**config.mk**
```make
export PLATFORM = sky130hd
export DESIGN_NAME = adamwu_ctrl
export DESIGN_NICKNAME = d
export VERILOG_FILES = /design/src/hdl/adamwu_pkg.sv /design/src/hdl/adamwu_ctrl.sv
export SDC_FILE = /design/constraint.sdc
export NUM_CORES = 1
export LEC_CHECK = 0
export BUFFER_PORTS_ARGS = -buffer_cell sky130_fd_sc_hd__buf_2
export CORE_UTILIZATION = 54
export DETAILED_ROUTE_END_ITERATION = 8
export PLACE_DENSITY = 0.82
export SETUP_SLACK_MARGIN = 0.05
export SLEW_MARGIN = 5
export SYNTH_ARGS = -nofsm -noshare
export SYNTH_HDL_FRONTEND = slang
export SYNTH_SLANG_ARGS = --single-unit
```
**constraint.sdc**
```tcl
create_clock -name clk_i -period 3.19 [get_ports clk_i]
set_clock_uncertainty 0.15 [all_clocks]
set_input_delay 0.638 -clock clk_i [delete_from_list [all_inputs] [get_ports clk_i]]
set_output_delay 0.638 -clock clk_i [all_outputs]
set_load 0.01 [all_outputs]
```
**src/hdl/adamwu_pkg.sv**
```systemverilog
package adamwu_pkg;

  localparam int RowsMaxDef = 64;
  localparam int ColsMaxDef = 64;

  localparam int LrW   = 24;
  localparam int BetaW = 16;
  localparam int EpsW  = 16;
  localparam int DataW = 32;
  localparam int IdxW  = 6;
  localparam int MomW  = 32;
  localparam int VarW  = 48;
  localparam int PowW  = 32;
  localparam int CfgIdxW  = 2;
  localparam int CfgDataW = 24;

  localparam int MulW = 34;
  localparam int ProdW = 2 * MulW;
  localparam int AccW = 90;

  localparam int DivN    = 88;
  localparam int DivDsrW = 32;
  localparam int DivCntW = 7;

  localparam int SqrtInW  = 64;
  localparam int SqrtOutW = 32;
  localparam int SqrtCntW = 6;

  localparam logic [PowW-1:0]  OneQ31     = 32'h8000_0000;
  localparam logic [LrW-1:0]   LrReset    = 24'd16777;
  localparam logic [BetaW-1:0] Beta1Reset = 16'd58982;
  localparam logic [BetaW-1:0] Beta2Reset = 16'd65470;
  localparam logic [EpsW-1:0]  EpsReset   = 16'd43;

  typedef enum logic [CfgIdxW-1:0] {
    CFG_LR    = 2'd0,
    CFG_BETA1 = 2'd1,
    CFG_BETA2 = 2'd2,
    CFG_EPS   = 2'd3
  } cfg_idx_e;

  typedef enum logic [4:0] {
    ST_CLEAR, ST_IDLE, ST_P1, ST_P2, ST_GR, ST_MO, ST_G, ST_MG, ST_GS,
    ST_VLO, ST_VHI, ST_GLO, ST_GHI, ST_VA, ST_VC, ST_WR,
    ST_D1, ST_D1W, ST_D2, ST_D2W, ST_SQ, ST_SQW,
    ST_L1, ST_L2, ST_L3, ST_D3, ST_D3W, ST_FIN
  } state_e;

  typedef enum logic [3:0] {
    MS_NONE, MS_GRAD, MS_M_OLD, MS_M_G, MS_GSQ, MS_V_LO, MS_V_HI,
    MS_G_LO, MS_G_HI, MS_P1, MS_P2, MS_LR_LO, MS_LR_HI
  } mul_sel_e;

  typedef enum logic [1:0] {
    ACC_NONE, ACC_LOAD, ACC_ADD, ACC_ADD_HI
  } acc_op_e;

  typedef enum logic [3:0] {
    CAP_NONE, CAP_P1, CAP_P2, CAP_G, CAP_M, CAP_GSQ, CAP_V,
    CAP_BIGM, CAP_VH, CAP_ROOT, CAP_MAG
  } cap_sel_e;

  typedef enum logic [1:0] {
    DS_M, DS_W, DS_LR
  } div_sel_e;

  typedef struct packed {
    logic     load;
    logic     clr;
    logic     mem_rd;
    logic     mem_wr;
    mul_sel_e mul_sel;
    acc_op_e  acc_op;
    cap_sel_e cap_sel;
    logic     div_start;
    div_sel_e div_sel;
    logic     sqrt_start;
    logic     out_load;
  } cmd_t;

  typedef struct packed {
    logic clr_done;
    logic div_done;
    logic sqrt_done;
    logic out_full;
  } sts_t;

endpackage

```
**src/hdl/adamwu_ctrl.sv**
```systemverilog
module adamwu_ctrl
  import adamwu_pkg::*;
(
  input  logic clk_i,
  input  logic rst_ni,
  input  logic in_valid_i,
  output logic in_ready_o,
  input  sts_t sts_i,
  output cmd_t cmd_o
);

  state_e state_q, state_d;

  always_ff @(posedge clk_i or negedge rst_ni) begin
    if (!rst_ni) begin
      state_q <= ST_CLEAR;
    end else begin
      state_q <= state_d;
    end
  end

  always_comb begin
    state_d = state_q;
    cmd_o = '0;
    in_ready_o = 1'b0;
    case (state_q)
      ST_CLEAR: begin
        cmd_o.clr = 1'b1;
        if (sts_i.clr_done) state_d = ST_IDLE;
      end
      ST_IDLE: begin
        in_ready_o = 1'b1;
        if (in_valid_i) begin
          cmd_o.load = 1'b1;
          state_d = ST_P1;
        end
      end
      // moment updates run through the shared multiplier, one product a cycle
      ST_P1: begin
        cmd_o.mem_rd = 1'b1;
        cmd_o.mul_sel = MS_P1;
        state_d = ST_P2;
      end
      ST_P2: begin
        cmd_o.mul_sel = MS_P2;
        cmd_o.acc_op = ACC_LOAD;
        state_d = ST_GR;
      end
      ST_GR: begin
        cmd_o.mul_sel = MS_GRAD;
        cmd_o.acc_op = ACC_LOAD;
        cmd_o.cap_sel = CAP_P1;
        state_d = ST_MO;
      end
      ST_MO: begin
        cmd_o.mul_sel = MS_M_OLD;
        cmd_o.acc_op = ACC_LOAD;
        cmd_o.cap_sel = CAP_P2;
        state_d = ST_G;
      end
      ST_G: begin
        cmd_o.acc_op = ACC_LOAD;
        cmd_o.cap_sel = CAP_G;
        state_d = ST_MG;
      end
      ST_MG: begin
        cmd_o.mul_sel = MS_M_G;
        state_d = ST_GS;
      end
      ST_GS: begin
        cmd_o.mul_sel = MS_GSQ;
        cmd_o.acc_op = ACC_ADD;
        state_d = ST_VLO;
      end
      ST_VLO: begin
        cmd_o.mul_sel = MS_V_LO;
        cmd_o.acc_op = ACC_LOAD;
        cmd_o.cap_sel = CAP_M;
        state_d = ST_VHI;
      end
      ST_VHI: begin
        cmd_o.mul_sel = MS_V_HI;
        cmd_o.acc_op = ACC_LOAD;
        cmd_o.cap_sel = CAP_GSQ;
        state_d = ST_GLO;
      end
      ST_GLO: begin
        cmd_o.mul_sel = MS_G_LO;
        cmd_o.acc_op = ACC_ADD_HI;
        state_d = ST_GHI;
      end
      ST_GHI: begin
        cmd_o.mul_sel = MS_G_HI;
        cmd_o.acc_op = ACC_ADD;
        state_d = ST_VA;
      end
      ST_VA: begin
        cmd_o.acc_op = ACC_ADD_HI;
        state_d = ST_VC;
      end
      ST_VC: begin
        cmd_o.cap_sel = CAP_V;
        state_d = ST_WR;
      end
      ST_WR: begin
        cmd_o.mem_wr = 1'b1;
        state_d = ST_D1;
      end
      ST_D1: begin
        cmd_o.div_start = 1'b1;
        cmd_o.div_sel = DS_M;
        state_d = ST_D1W;
      end
      ST_D1W: begin
        if (sts_i.div_done) begin
          cmd_o.cap_sel = CAP_BIGM;
          state_d = ST_D2;
        end
      end
      ST_D2: begin
        cmd_o.div_start = 1'b1;
        cmd_o.div_sel = DS_W;
        state_d = ST_D2W;
      end
      ST_D2W: begin
        if (sts_i.div_done) begin
          cmd_o.cap_sel = CAP_VH;
          state_d = ST_SQ;
        end
      end
      ST_SQ: begin
        cmd_o.sqrt_start = 1'b1;
        state_d = ST_SQW;
      end
      ST_SQW: begin
        if (sts_i.sqrt_done) begin
          cmd_o.cap_sel = CAP_ROOT;
          state_d = ST_L1;
        end
      end
      ST_L1: begin
        cmd_o.mul_sel = MS_LR_LO;
        state_d = ST_L2;
      end
      ST_L2: begin
        cmd_o.mul_sel = MS_LR_HI;
        cmd_o.acc_op = ACC_LOAD;
        state_d = ST_L3;
      end
      ST_L3: begin
        cmd_o.acc_op = ACC_ADD_HI;
        state_d = ST_D3;
      end
      ST_D3: begin
        cmd_o.div_start = 1'b1;
        cmd_o.div_sel = DS_LR;
        state_d = ST_D3W;
      end
      ST_D3W: begin
        if (sts_i.div_done) begin
          cmd_o.cap_sel = CAP_MAG;
          state_d = ST_FIN;
        end
      end
      ST_FIN: begin
        if (!sts_i.out_full) begin
          cmd_o.out_load = 1'b1;
          state_d = ST_IDLE;
        end
      end
      default: begin
        state_d = ST_IDLE;
      end
    endcase
  end

endmodule

```
==> summary.md <==
| Metric | Value |
|---|---|
| Number of I/O port buffers | 26 |
| Worst setup path category | reg -> out |
| Total Routing Usage GR | 0.2644 |
| Area grow syn2layout | 13.02% |
| Multiplexer share of the synthesized area | 0.04192 |
| Time the final worst path needs with I/O delays and setup | 2.830 ns |
| Proportion of power drawn by the clock network | 0.072 |
| Number of buffers inserted during clock tree synthesis | 3 |
| Number of DRC violations after detailed routing | 0 |
| Master cell of the clock root buffer | sky130_fd_sc_hd__clkbuf_4 |
| Final slew viol count | 0 |
| Maximum achievable frequency | ~350 MHz |
| Vertical die dimension | 41.34 um |
| Switching power | 580.5 uW |
| Nets@finish | 145 |
| Synthesized netlist net count | 127 |
| Fraction of power consumed by combinational cells | 0.646 |
| Overall power of the completed layout | ~1100 uW |
| Count of boundary I/O pins | 27 |
| Final setup viols | 0 |
| Maximum number of pins on one net before global-route repair | 31 |
| Starting density of the core | 0.6117 |
| Initial antenna violation count | 0 |
| Type of the most critical hold path | in -> async |
| Placed cell count | 148 |
| Arrival @ worst endpoint | 2.04 ns |
| Pin slew with the least headroom to its limit | about 0.86 ns |
| Combined area of all synthesized cells | roughly 840 um2 |
| Clock net sink count | 5 |
| Detailed-route wire length per cell | 13.99 um |
| Count of distinct cell types in the synthesized netlist | 44 |
| Drt via density | 6.204 |
| Synthesized area divided by synthesized cell count | 6.965 um2 |
| Area share of and/or/nand/nor cells after synthesis | 0.3922 |
| Sum Neg Setup Slack | 0 ns |
| Die outline area | 1709 um2 |
| Die Width | 41.34 um |
| GR Overflow Total | 0 |
| Vias after detailed routing | 943 |
| Area of all sequential standard cells | 125.1 um2 |
| Maximum level of the CTS H-tree | 1 |
| Portion of the clock cycle consumed by the worst path in the final layout | 0.8872 |
| Maximum fanout encountered on the critical timing path | 30 |
| Cells resized by post-CTS repair | 0 |
| Registers with the most flip-flops | state_q: 5 flops |
| Switching portion of total power | 0.5447 |
| Routing usage on met3 | 0.07979 |
| EDFF count, synth | 0 |
| Cells after Synth | 120 |
| Met2 usage in global routing | 0.4063 |
| Static Leak | between 0.0004 and 0.0005 uW |
| Sequential cell fraction of total power | 0.282 |
| Detail Route Antenna Nets | 0 |
| Warnings, synthesis | 0 |
| Worst endpoint required time | 2.40 ns |
| Placeable core area | 1366 um2 |
| Result of the run | completed |
| Routed wire length | 2127 um |
| Number of inserted filler cells in the final layout | around 120 |
| Number of synthesized register bits | 5 |
| Top reg by flops | state_q |
| Global placer's final weighted congestion | 0.8657 |
| Cell internal pwr | 485.3 uW |
| Nature of the critical path startpoint | flop |
| Maximum vdd drop | ~0.00065 V |
| Standard-cell rows | 13 |
| Top_reg_cell synth | sky130_fd_sc_hd__dfrtp_1 |
| Number of DRC violations after detailed-routing iteration 0 | 43 |
| Fraction of synthesized cell area in xor and xnor cells | 0.03144 |
| Met1 capacity usage during global routing | 0.3571 |
| Worst-skew pair later-pin latency | 0.25 ns |
| Number of cells on the worst reg-to-reg path | 4 |
| Number of search-and-repair iterations in the first detailed-routing pass | 4 |
| Area of the multi-input gates | 644.4 um2 |
| Cell area reported after detailed placement | 918.4 um2 |
| Most Used Layer, Global Route | met2 |
| Area fraction in compound gates after synthesis | 0.2934 |
| CTS tree | done |
| Setup repair after global routing missed its margin | no |
| Endpoint kind of the worst setup timing path | output pin |
| Largest family of logic cells by synthesized area | simple AND/OR/NAND/NOR gates |
| Ys async rst share | 1.000 |
| Finished layout cell area | 944.7 um2 |
| Number of buffers inserted to repair setup after CTS | 0 |
| P per Cell Area | 1128 nW/um2 |
| Adder-cell area share of the yosys netlist | 0.01198 |
| Number of max-cap violations | 0 |
| Cts-stage hold buffer count | 0 |
| Antenna diode count | 0 |
| Clock transition at path regs | 0.05 ns |
| Max reg flops | 5 |
| Worst setup slack after placement | 0.6686 ns |
| Post-synthesis sequential area ratio | 0.1497 |
| Global-route wire length before repair | 2891 um |
| Via count of the first global-routing pass | 627 |
| Half-perimeter wire length after placement | 1459 um |
| Layout cells sized above 1 | 0.2847 |
| Minimum setup slack in the final design | 0.3599 ns |
| Max-slew headroom at the worst pin | 0.4294 |
| Final-report hold violation count | 0 |
| Maximum number of buffers from clock root to sink | 2 |
| Final cell count without fillers | 152 |
[per-stage QoR]
stage	hold slack (ns)	utilization
2_1_floorplan	0.1924	-
3_3_place_gp	0.3017	0.6722
3_5_place_dp	0.3119	0.6722
4_1_cts	0.04432	0.6914
5_1_grt	0.04261	0.6914
6_report	0.05027	0.6914
[cell usage after synthesis (all sizes together), types with 3 or more instances]
master	instances	share of area
nand3	3	0.018
nor3	5	0.036
a21oi	7	0.042
clkbuf	9	0.040
nor2b	6	0.045
nand2	11	0.049
o21ai	10	0.060
nor2	14	0.063
and2	5	0.040
nand2b	6	0.045
dfrtp	5	0.15
buf	4	0.039
[critical path, stage by stage (launching register included)]
cell and delay, ns:
sky130_fd_sc_hd__dfrtp_1 0.90, sky130_fd_sc_hd__nor2_1 0.25, sky130_fd_sc_hd__a31o_2 0.28, sky130_fd_sc_hd__a21oi_1 0.14, sky130_fd_sc_hd__o21ai_1 0.06, sky130_fd_sc_hd__buf_2 0.16
[power by group through the flow]
stage               sequential [uW]  clock [uW]  combinational, uW
CTS                             293        77.8                685
floorplan                       117           0                710
finish                          300        76.9                689
global route                    315        82.3                761
detailed placement              294           0                680
global placement                295           0                664
[metal layers]
| layer | vias up | part of all wire |
|---|---|---|
| met4 | 0 | 0.0061 |
| li1 | 472 | - |
| met5 | - | 0 |
| met3 | 2 | 0.077 |
| met2 | 44 | 0.46 |
| met1 | 425 | 0.46 |
[placed cells by master (no fill, tap or decap), types with 4 or more instances in the layout]
| cell | n |
|---|---|
| sky130_fd_sc_hd__and2_1 | 4 |
| sky130_fd_sc_hd__nand2_1 | 11 |
| sky130_fd_sc_hd__o21ai_0 | 8 |
| sky130_fd_sc_hd__a21oi_1 | 7 |
| sky130_fd_sc_hd__nor3_1 | 4 |
| sky130_fd_sc_hd__buf_2 | 26 |
| sky130_fd_sc_hd__nor2_1 | 14 |
| sky130_fd_sc_hd__nand2b_1 | 6 |
| sky130_fd_sc_hd__dfrtp_1 | 5 |
| sky130_fd_sc_hd__nor2b_1 | 6 |
[layout make-up]
class / instances / area share
multi-input cells: 102 / 0.6821
repair buffers: 26 / 0.1377
well taps: 15 / 0.01987
clock buffers: 4 / 0.02781
flip-flops and latches: 5 / 0.1325
[cell families after synthesis]
family | after synthesis
XOR/XNOR | 3
AO/OA/AOI/OAI | 36
buffers and inverters | 13
adder cells (fa/ha/maj) | 1
multiplexers | 3
AND/OR/NAND/NOR | 59
flip-flops | 5
[worst paths after layout]
check                                  end       start  slack (ns)
worst max-delay path              cmd_o[5]  state_q[4]        0.36
worst min-delay path            state_q[1]      rst_ni        0.05
worst max register to register  state_q[0]  state_q[2]        0.78
worst min register to register  state_q[1]  state_q[1]        0.74
max in group asynchronous       state_q[0]      rst_ni        2.69
min in group clk_i              state_q[2]    sts_i[1]        0.62
No activity file was read; power rests on OpenSTA's default activity.
